[config.mk]
export PLATFORM = sky130hd
export DESIGN_NAME = plot_vector_byte_encoder_top
export DESIGN_NICKNAME = d
export VERILOG_FILES = /design/src/hw/rtl/pvbe_pkg.sv /design/src/hw/rtl/pvbe_front.sv /design/src/hw/rtl/pvbe_queue.sv /design/src/hw/rtl/pvbe_back.sv /design/src/hw/rtl/plot_vector_byte_encoder_top.sv
export SDC_FILE = /design/constraint.sdc
export NUM_CORES = 1
export LEC_CHECK = 0
export ABC_AREA = 1
export BUFFER_PORTS_ARGS = -buffer_cell sky130_fd_sc_hd__buf_2
export CAP_MARGIN = 20
export CORE_MARGIN = 2
export CORE_UTILIZATION = 65
export DETAILED_ROUTE_END_ITERATION = 10
export PLACE_DENSITY = 0.83
export SYNTH_ARGS = -nofsm -noshare
export SYNTH_HDL_FRONTEND = slang
export SYNTH_SLANG_ARGS = --single-unit
export TNS_END_PERCENT = 1
[constraint.sdc]
create_clock -name clock -period 10.3 [get_ports clock]
set_input_delay 1.545 -clock clock [delete_from_list [all_inputs] [get_ports clock]]
set_output_delay 1.545 -clock clock [all_outputs]
set_load 0.02 [all_outputs]
[src/hw/rtl/pvbe_pkg.sv]
// Types and constants shared by the plot vector byte encoder.
// Depends on nothing; every other file imports it.
package pvbe_pkg;

   localparam int CoordWidth = 12;
   localparam int DecWidth   = 5;
   localparam int ByteWidth  = 7;
   localparam int JobSlots   = 6;

   localparam logic [ByteWidth-1:0] GsByte  = 7'd29;
   localparam logic [ByteWidth-1:0] EscByte = 7'd27;
   localparam logic [ByteWidth-1:0] FfByte  = 7'd12;

   localparam logic [1:0] HighTag = 2'b01;
   localparam logic [1:0] LowYTag = 2'b11;
   localparam logic [1:0] LowXTag = 2'b10;
   localparam logic [2:0] ExtraTag = 3'b110;

   typedef enum logic [1:0] {
      FUNC_MOVE  = 2'd0,
      FUNC_DRAW  = 2'd1,
      FUNC_ERASE = 2'd2,
      FUNC_PEN   = 2'd3
   } func_type;

   typedef struct packed {
      func_type              func;
      logic [CoordWidth-1:0] x_coord;
      logic [CoordWidth-1:0] y_coord;
      logic                  pen_down;
   } req_item_type;

   typedef struct packed {
      logic [ByteWidth-1:0] out_byte;
      logic                 last_byte;
   } rsp_item_type;

   // Slot order: lead byte, high-Y, extra, low-Y, high-X, low-X.
   typedef struct packed {
      logic [JobSlots-1:0]                mask;
      logic [JobSlots-1:0][ByteWidth-1:0] bytes;
   } job_type;

endpackage

[src/hw/rtl/pvbe_front.sv]
// Front end: takes commands, scales points, compares with the remembered bytes.
// Pushes one byte job per command that emits anything. Uses pvbe_pkg.
module pvbe_front
   import pvbe_pkg::*;
(
   input  logic                clock,
   input  logic                reset,
   input  logic                req_push,
   output logic                req_full,
   input  req_item_type        req_item,
   input  logic                csr_wr_en,
   input  logic [DecWidth-1:0] csr_wr_data,
   input  logic                q_full,
   output logic                q_push,
   output job_type             q_job
);

   logic [DecWidth-1:0] dec_ff, dec_in;
   logic [4:0]          prev_hy_ff, prev_hy_in;
   logic [3:0]          prev_ex_ff, prev_ex_in;
   logic [4:0]          prev_ly_ff, prev_ly_in;
   logic [4:0]          prev_hx_ff, prev_hx_in;
   logic                hist_valid_ff, hist_valid_in;
   logic                pen_ff, pen_in;

   logic                           accept;
   logic [DecWidth-1:0]            factor;
   logic [CoordWidth+DecWidth-1:0] prod_x, prod_y;
   logic [CoordWidth-1:0]          sx, sy;
   logic [4:0]                     hy, ly, hx, lx;
   logic [3:0]                     ex;
   logic                           chg_hy, chg_ex, chg_ly, chg_hx;
   logic                           point, lead_gs;

   assign req_full = q_full;
   assign accept   = req_push && !q_full;

   always_comb begin
      factor = (dec_ff == '0) ? DecWidth'(1) : dec_ff;
      prod_x = (CoordWidth+DecWidth)'(req_item.x_coord) * (CoordWidth+DecWidth)'(factor);
      prod_y = (CoordWidth+DecWidth)'(req_item.y_coord) * (CoordWidth+DecWidth)'(factor);
      sx     = prod_x[CoordWidth-1:0];
      sy     = prod_y[CoordWidth-1:0];
      hy     = sy[11:7];
      ly     = sy[6:2];
      hx     = sx[11:7];
      lx     = sx[6:2];
      ex     = {sy[1:0], sx[1:0]};
      chg_hy = !hist_valid_ff || (hy != prev_hy_ff);
      chg_ex = !hist_valid_ff || (ex != prev_ex_ff);
      chg_ly = ly != prev_ly_ff;
      chg_hx = !hist_valid_ff || (hx != prev_hx_ff);

      dec_in        = csr_wr_en ? csr_wr_data : dec_ff;
      prev_hy_in    = prev_hy_ff;
      prev_ex_in    = prev_ex_ff;
      prev_ly_in    = prev_ly_ff;
      prev_hx_in    = prev_hx_ff;
      hist_valid_in = hist_valid_ff;
      pen_in        = pen_ff;
      point         = 1'b0;
      lead_gs       = 1'b0;
      q_job         = '0;

      unique case (req_item.func)
         FUNC_MOVE: begin
            point   = 1'b1;
            lead_gs = 1'b1;
         end
         FUNC_DRAW: begin
            point = pen_ff;
         end
         FUNC_ERASE: begin
            q_job.bytes[0] = EscByte;
            q_job.bytes[1] = FfByte;
            q_job.mask     = 6'b000011;
            hist_valid_in  = 1'b0;
         end
         FUNC_PEN: begin
            pen_in = req_item.pen_down;
         end
         default: begin
            point = 1'b0;
         end
      endcase

      if (point) begin
         q_job.bytes[0] = GsByte;
         q_job.bytes[1] = {HighTag, hy};
         q_job.bytes[2] = {ExtraTag, ex};
         q_job.bytes[3] = {LowYTag, ly};
         q_job.bytes[4] = {HighTag, hx};
         q_job.bytes[5] = {LowXTag, lx};
         q_job.mask     = {1'b1, chg_hx, chg_ex || chg_ly || chg_hx, chg_ex, chg_hy, lead_gs};
         prev_hy_in     = hy;
         prev_ex_in     = ex;
         prev_ly_in     = ly;
         prev_hx_in     = hx;
         hist_valid_in  = 1'b1;
      end

      q_push = accept && (q_job.mask != '0);
   end

   always_ff @(posedge clock) begin
      if (reset) begin
         dec_ff        <= DecWidth'(1);
         prev_hy_ff    <= '0;
         prev_ex_ff    <= '0;
         prev_ly_ff    <= '0;
         prev_hx_ff    <= '0;
         hist_valid_ff <= 1'b0;
         pen_ff        <= 1'b1;
      end else begin
         dec_ff <= dec_in;
         if (accept) begin
            prev_hy_ff    <= prev_hy_in;
            prev_ex_ff    <= prev_ex_in;
            prev_ly_ff    <= prev_ly_in;
            prev_hx_ff    <= prev_hx_in;
            hist_valid_ff <= hist_valid_in;
            pen_ff        <= pen_in;
         end
      end
   end

endmodule

[src/hw/rtl/pvbe_queue.sv]
// Short job queue between the front end and the byte sequencer.
// Register array with read and write pointers. Uses pvbe_pkg.
module pvbe_queue
   import pvbe_pkg::*;
#(
   parameter int Depth = 4
) (
   input  logic    clock,
   input  logic    reset,
   input  logic    push,
   input  job_type push_job,
   output logic    full,
   input  logic    pop,
   output job_type pop_job,
   output logic    empty
);

   localparam int PtrWidth = (Depth > 1) ? $clog2(Depth) : 1;
   localparam int CntWidth = $clog2(Depth + 1);

   job_type             mem_ff [Depth];
   logic [PtrWidth-1:0] wr_ptr_ff, wr_ptr_in;
   logic [PtrWidth-1:0] rd_ptr_ff, rd_ptr_in;
   logic [CntWidth-1:0] count_ff, count_in;
   logic                do_push, do_pop;

   assign full    = count_ff == CntWidth'(Depth);
   assign empty   = count_ff == '0;
   assign do_push = push && !full;
   assign do_pop  = pop && !empty;
   assign pop_job = mem_ff[rd_ptr_ff];

   always_comb begin
      wr_ptr_in = wr_ptr_ff;
      rd_ptr_in = rd_ptr_ff;
      count_in  = count_ff;
      if (do_push) begin
         wr_ptr_in = (wr_ptr_ff == PtrWidth'(Depth - 1)) ? '0 : wr_ptr_ff + PtrWidth'(1);
      end
      if (do_pop) begin
         rd_ptr_in = (rd_ptr_ff == PtrWidth'(Depth - 1)) ? '0 : rd_ptr_ff + PtrWidth'(1);
      end
      priority if (do_push && !do_pop) begin
         count_in = count_ff + CntWidth'(1);
      end else if (do_pop && !do_push) begin
         count_in = count_ff - CntWidth'(1);
      end else begin
         count_in = count_ff;
      end
   end

   always_ff @(posedge clock) begin
      if (reset) begin
         wr_ptr_ff <= '0;
         rd_ptr_ff <= '0;
         count_ff  <= '0;
      end else begin
         wr_ptr_ff <= wr_ptr_in;
         rd_ptr_ff <= rd_ptr_in;
         count_ff  <= count_in;
      end
   end

   always_ff @(posedge clock) begin
      if (do_push) begin
         mem_ff[wr_ptr_ff] <= push_job;
      end
   end

   a_count_bound: assert property (@(posedge clock) disable iff (reset)
      count_ff <= CntWidth'(Depth))
      else $error("queue count beyond depth");

   a_count_up: assert property (@(posedge clock) disable iff (reset)
      (do_push && !do_pop) |=> count_ff == $past(count_ff) + CntWidth'(1))
      else $error("queue count did not advance on push");

   a_empty_ptrs: assert property (@(posedge clock) disable iff (reset)
      empty |-> rd_ptr_ff == wr_ptr_ff)
      else $error("queue pointers differ while empty");

endmodule

[src/hw/rtl/pvbe_back.sv]
// Byte sequencer: walks the slot mask of one job and emits one byte per cycle while
// its output register is free. Holds the result in an output register. Uses pvbe_pkg.
module pvbe_back
   import pvbe_pkg::*;
(
   input  logic         clock,
   input  logic         reset,
   input  logic         q_empty,
   input  job_type      q_job,
   output logic         q_pop,
   output logic         rsp_empty,
   input  logic         rsp_pop,
   output rsp_item_type rsp_item
);

   job_type      job_ff, job_in;
   logic         job_valid_ff, job_valid_in;
   rsp_item_type out_ff, out_in;
   logic         out_valid_ff, out_valid_in;

   logic                 out_free, emit, done, load;
   logic [JobSlots-1:0]  low, rest;
   logic [ByteWidth-1:0] sel;

   assign rsp_empty = !out_valid_ff;
   assign rsp_item  = out_ff;

   always_comb begin
      out_free = !out_valid_ff || rsp_pop;
      emit     = job_valid_ff && out_free;
      low      = job_ff.mask & (~job_ff.mask + JobSlots'(1));
      rest     = job_ff.mask & ~low;
      done     = emit && (rest == '0);
      sel      = '0;
      for (int i = 0; i < JobSlots; i++) begin
         if (low[i]) begin
            sel = sel | job_ff.bytes[i];
         end
      end
      load  = !q_empty && (!job_valid_ff || done);
      q_pop = load;

      job_in       = job_ff;
      job_valid_in = job_valid_ff;
      priority if (load) begin
         job_in       = q_job;
         job_valid_in = 1'b1;
      end else if (done) begin
         job_valid_in = 1'b0;
      end else if (emit) begin
         job_in.mask = rest;
      end else begin
         job_in = job_ff;
      end

      out_in       = out_ff;
      out_valid_in = out_valid_ff;
      priority if (emit) begin
         out_in.out_byte  = sel;
         out_in.last_byte = rest == '0;
         out_valid_in     = 1'b1;
      end else if (rsp_pop) begin
         out_valid_in = 1'b0;
      end else begin
         out_valid_in = out_valid_ff;
      end
   end

   always_ff @(posedge clock) begin
      if (reset) begin
         job_valid_ff <= 1'b0;
         out_valid_ff <= 1'b0;
      end else begin
         job_valid_ff <= job_valid_in;
         out_valid_ff <= out_valid_in;
      end
   end

   always_ff @(posedge clock) begin
      job_ff <= job_in;
      out_ff <= out_in;
   end

   a_job_nonzero: assert property (@(posedge clock) disable iff (reset)
      job_valid_ff |-> job_ff.mask != '0)
      else $error("active job has no bytes left");

   a_idle_last: assert property (@(posedge clock) disable iff (reset)
      (out_valid_ff && !job_valid_ff) |-> out_ff.last_byte)
      else $error("sequencer idle before last byte of a job");

   a_reset_empty: assert property (@(posedge clock)
      reset |=> rsp_empty)
      else $error("result waiting right after reset");

endmodule

[src/hw/rtl/plot_vector_byte_encoder_top.sv]
// Plot vector byte encoder: front end, job queue and byte sequencer.
// Depends on pvbe_pkg, pvbe_front, pvbe_queue and pvbe_back.
//
// Input: push a plot command on req_item while req_full is low. Move, draw,
// erase and set-pen are decoded by the combinational front end; a command that
// emits bytes becomes one job of up to six bytes in the queue.
// Output: while rsp_empty is low, rsp_item holds the next byte of the stream;
// pop takes it. last_byte marks the final byte of each command.
// Path: an accepted job is written into the queue, loaded into the sequencer's
// job register, and its first byte then goes into the output register.
// Throughput: one byte per cycle while pop keeps up; a command emits one to six
// bytes, set-pen and pen-up draws none; the sequencer sets the sustained rate.
// Stall: when pop stays low the output register holds, the sequencer waits,
// the queue fills and req_full rises; decimation writes land at once.
// Reset: empties queue and output, pen down, history not sent, decimation 1.
module plot_vector_byte_encoder_top
   import pvbe_pkg::*;
#(
   parameter int QueueDepth = 4
) (
   input  logic                clock,
   input  logic                reset,
   input  logic                req_push,
   output logic                req_full,
   input  req_item_type        req_item,
   output logic                rsp_empty,
   input  logic                rsp_pop,
   output rsp_item_type        rsp_item,
   input  logic                csr_wr_en,
   input  logic [DecWidth-1:0] csr_wr_data
);

   logic    q_push, q_full, q_pop, q_empty;
   job_type q_push_job, q_pop_job;

   pvbe_front u_front (
      .clock       (clock),
      .reset       (reset),
      .req_push    (req_push),
      .req_full    (req_full),
      .req_item    (req_item),
      .csr_wr_en   (csr_wr_en),
      .csr_wr_data (csr_wr_data),
      .q_full      (q_full),
      .q_push      (q_push),
      .q_job       (q_push_job)
   );

   pvbe_queue #(
      .Depth (QueueDepth)
   ) u_queue (
      .clock    (clock),
      .reset    (reset),
      .push     (q_push),
      .push_job (q_push_job),
      .full     (q_full),
      .pop      (q_pop),
      .pop_job  (q_pop_job),
      .empty    (q_empty)
   );

   pvbe_back u_back (
      .clock     (clock),
      .reset     (reset),
      .q_empty   (q_empty),
      .q_job     (q_pop_job),
      .q_pop     (q_pop),
      .rsp_empty (rsp_empty),
      .rsp_pop   (rsp_pop),
      .rsp_item  (rsp_item)
   );

endmodule

# --- Word-level counts from Yosys, hierarchy flattened ---
# Memories as Yosys holds them, arrays and structs flattened. A register that Yosys moved wholly into a read port is not among the register bits.
# Index checks and enable logic that the tools add are counted.
word_totals:
  register_bits: 91
  n_memories: 1
  latchBits: 0
  output_inout_bits: 10
  ramBits: 192
  rom_bits: 0
mem_list:
  columns: ["memory", "depth", "word_bits", "read_ports", "rd_ports_with_merged_regs", "wr", "line", "rtl"]
  rows:
  - ["u_queue.mem_ff", 4, 48, 1, 1, 1, "pvbe_queue.sv:21", "job_type mem_ff [Depth];"]
classes:
  bitwise_logic: 9
  multipliers: 2
  reduce_logical: 37
  muxes: 29
  n_shift: 0
  n_eq_ne: 11
  n_addsub: 5
  div_mod_pow: 0
  magnitude_cmp: 0
ops:
  columns: ["operator", "count"]
  rows:
  - ["2-to-1 mux 48 bit", 3]
  - ["2-to-1 mux 7 bit", 6]
  - ["OR 7 bit", 5]
  - ["multiplier 12 x 5 -> 12 bit", 2]
  - ["inequality test 5 bit", 3]
  - ["bitwise AND 6 bit", 2]
  - ["inverter 6 bit", 2]
  - ["2-to-1 mux 11 bit", 1]
  - ["2-to-1 mux 2 bit", 5]
  - ["nonzero test 2 bit", 5]
  - ["logical AND 1 bit", 9]
  - ["2-to-1 mux 1 bit", 9]
  - ["equality test 2 bit, second input constant", 4]
  - ["AND reduction 2 bit", 4]
  - ["zero test 1 bit", 7]
  - ["logical OR 1 bit", 7]
  - ["adder 6 x 1 -> 6 bit, second input constant", 1]
  - ["zero test 6 bit", 1]
  - ["2-to-1 mux 3 bit", 2]
  - ["2-to-1 mux 6 bit", 1]
  - ["nonzero test 6 bit", 1]
  - ["zero test 5 bit", 1]
  - ["2-to-1 mux 5 bit", 1]
  - ["adder 2 x 1 -> 2 bit, second input constant", 2]
  - ["9 further kinds", 9]

# --- Logic depth before layout (Yosys ltp) ---
logic_depth:
  depth_word: 15
  depth_mapped: 26
  mapped_depth_nobuf: 23

# --- Cells and area by module ---
# Synthesis repeated with hierarchy kept, for this count alone.
unflattened:
  cells_unflattened: 1519
  hier_area_um2: 15172.1
modules_own_cells:
  columns: ["module", "n_inst", "seq_area_each_um2", "cells_per_inst", "area_per_inst_um2"]
  rows:
  - ["pvbe_queue", 1, 5945.7, 536, 7678.6]
  - ["pvbe_front", 1, 520.5, 719, 4705.8]
  - ["pvbe_back", 1, 1721.7, 264, 2787.7]

# --- Worst setup path after synthesis ---
# OpenSTA, ideal clock, no wires.
synth_path:
  kind: "input-to-reg"
  from: "in req_item[17] in the netlist's numbering"
  to: "mem u_queue.mem_ff[0][45] in the netlist's numbering (data pin)"
  arrival_ps: 4439
  setup_time_ps: 266
  setup_slack_ps: 5595
  cell_stages: 20
  cell_sequence: "nand2_1 fa_1 inv_1 fa_1 fa_1 ha_1 a21oi_1 nor2_1 nor2_1 nand2_1 nand2_1 nand2_1 nand2_1 nand2_1 inv_1 nand2_1 nor2_1 nand2_1 nand2_1 nand2_1"
synth_rtl:
  columns: ["item", "line", "rtl"]
  rows:
  - ["from (decl)", "plot_vector_byte_encoder_top.sv:25", "input req_item_type req_item,"]
  - ["to (decl)", "pvbe_queue.sv:21", null]

==> reports/summary.txt <==
Worst reg2reg path depth = 20
Initial antenna violation count = 0
Synthesized flop and latch total = 206
RSZ-0062 raised after global routing = no
Area share of the largest cell type after synthesis = 44.6%
Syn Nets = 1380
Grt ovf = 0
P&R area growth vs syn = 9.58%
Setup WS post-layout = 5.59 ns
Nets@finish = 1415
Share of cells above drive strength 1 = 7.70%
Critical Path AT = 4.92 ns
Area contributors post-synth = edfxtp_1, fa_1, nand2_1, nor2_1, inv_1
Flop-to-flop setup slack = 5.77 ns
Layout Skew = 0.0152 ns
Fin. Hold Viols = 0
CTS tree = yes
WS Path Type = in -> reg
Post-CTS Setup Inserts = 0
Asr flop ratio synth = 0%
EDFF count, synth = 169
Final core utilization = 72.4%
Main synth FF type = edfxtp_1
N_diodes = 0
Min-delay worst type = reg -> reg
CTS resizes = 0
MaxCap Viol Count = 0
Peak Freq = 0.212 GHz
Avg WL per Cell = 15.9 um
Vias in the first global route = 8464
Peak VDD IR = 0.000173 V
Row cnt = 48
HPWL after DPL = 16100 um
Final critical-path share of the clock period = 45.7%
LEAKAGE = 5.59 nW
Post-synthesis cell area = 11400 sq um
Chip Height = 136 um
Crit. Startpoint = req_item[8]
Die width = 136 um
Effective utilization at floorplan = 66.0%
Met1 WL = 9750 um
Via count = 8655
Synth Instances = 1262
Synth Warn # = 0
DRC Markers = 0
I/O pins = 47
CP Launch Type = input port
DP Worst Slack = 5.14 ns
Setup Viol. Count Final = 0
Clk buf depth = 3
Port Buffers = 46
Synth area leader = edfxtp_1
GP Congestion = 0.896
Syn avg cell area = 9.02 sq um
Run status = finished clean
Most frequent cells after synthesis = nand2_1, nor2_1, inv_1
PwrDens = 244 nW/um^2
Total GRT Usage = 27.2%
Largest net degree at the start of global routing = 66
Core area = 17200 sq um
TritonRoute pass-1 iters = 5
Worst setup EP type = flip-flop
WL final = 24400 um
1st-iter DRT viols = 952
CTS clock-pin slew for the worst setup and hold paths = 0.06 ns
Reg-to-reg startpoint = u_front.dec_ff[1]
DR WL met2 = 12100 um
Non-filler instance count after layout = 1536
Clock sinks = 206
Pins Over Slew Limit = 0
Post-route ant nets = 0
Full die area = 18600 sq um
Worst-margin pin slew = 1.03 ns
Worst skew pair latency = 0.49 ns
H-tree depth = 1
Placed Instances = 1500
Register area share after synthesis = 51.1%
First-pass GRT wire length = 39600 um
Reg2reg end = u_queue.mem_ff[1][45]
Sum Neg Setup Slack = 0 ns
CP required = 10.51 ns
Max transition margin = 30.9%
Worst-path maximum fanout = 6
Top routing layer used = met4
Root buffer cell = clkbuf_16
Crit path to = u_queue.mem_ff[3][43]
DR vias/cell = 5.63
Top-count cell post-synth = nand2_1
Hold buffers post-CTS = 0
Post-layout minimum cycle time = 4.71 ns
Synth unique cells = 36
Met3 Wirelength = 1970 um
Hold Worst Slack = 0.475 ns
CTS Buf Count = 20
-- where the power goes --
part	switching, mW	leakage (nW)	internal (mW)
logic	0.757	3.38	0.326
registers	0.0743	1.89	1.14
clock network	0.295	0.319	0.449
total	1.13	5.59	1.91
-- placed cells by master, fill, tap and decap left out, drive strengths merged, types with 4 or more instances in the layout --
cell type / count
a211oi: 5
a21oi: 60
a221oi: 4
buf: 56
clkbuf: 27
clkinv: 7
dfxtp: 37
edfxtp: 169
fa: 47
ha: 34
inv: 200
nand2: 244
nand3: 57
nand3b: 6
nand4: 10
nor2: 212
o211ai: 6
o21ai: 99
o22ai: 4
xnor2: 8
-- worst max-delay path, cell delays in order --
cell and delay [ns]:
buf_2 0.14, nand2_1 0.08, inv_1 0.07, fa_1 0.53
inv_1 0.05, fa_1 0.45, fa_1 0.49, inv_1 0.04
ha_1 0.33, nand2_1 0.11, inv_1 0.04, a21oi_1 0.24
nand3_1 0.17, nand3_1 0.12, nand2_1 0.06, inv_1 0.06
nand2_1 0.05, nor2_1 0.08, nand4_1 0.08, nand2_1 0.07
nand2_1 0.10
-- state kept, by name, indices dropped and copies added, names as in the netlist, named ones only --
register	count
u_queue.mem_ff	128
u_queue.wr_ptr_ff	2
u_front.hist_valid_ff	1
u_queue.rd_ptr_ff	2
u_back.rsp_item	8
u_front.dec_ff	5
u_back.out_valid_ff	1
u_queue.count_ff	3
u_back.job_valid_ff	1
u_back.job_ff	33
u_front.prev_hx_ff	5
u_front.pen_ff	1
u_front.prev_ex_ff	4
u_front.prev_hy_ff	5
u_front.prev_ly_ff	5
-- cell type report --
type,count,area (sq um)
Multi-Input combinational cell,810,4640
Clock inverter,9,120
Sequential cell,206,5820
Tap cell,225,282
Inverter,203,763
Clock buffer,27,548
Timing Repair Buffer,56,305
Fill cell,1194,4760
-- logic make-up (layout without fill, tap and decap cells) --
group	after synthesis	in the layout	share of synthesized area (%)
buffers and inverters	246	295	8.30
AO/OA/AOI/OAI	186	186	8.75
flip-flops	206	206	51.1
AND/OR/NAND/NOR	533	533	19.1
adder cells (fa/ha/maj)	81	81	12.0
XOR/XNOR	10	10	0.769
-- per-layer routing --
layer  vias to the layer above  global-route usage, %
met5                         -                      0
met4                         0                   9.38
met3                        56                   3.80
met2                       410                   47.7
met1                      4041                   34.8
li1                       4148                      -
-- per-stage QoR --
step	power (mW)	instance area [sq um]
2_1_floorplan	1.99	11400
3_3_place_gp	2.23	11800
3_5_place_dp	2.28	11800
4_1_cts	3.02	12500
5_1_grt	3.21	12500
6_report	3.04	12500
-- how the worst min path moves through the flow --
stage                                startpoint  slack [ns]                     to  depth (start not counted)
after global routing        u_queue.count_ff[1]        0.52    u_queue.count_ff[1]                          2
after detailed placement  u_front.prev_ly_ff[0]        0.46  u_front.prev_ly_ff[0]                          2
after floorplan               u_front.dec_ff[0]        0.44      u_front.dec_ff[0]                          2
final                     u_front.prev_ly_ff[0]        0.47  u_front.prev_ly_ff[0]                          2
after global placement        u_front.dec_ff[0]        0.45      u_front.dec_ff[0]                          2
after CTS                 u_front.prev_ly_ff[0]        0.47  u_front.prev_ly_ff[0]                          2
Power figures use the tool's default switching activity.
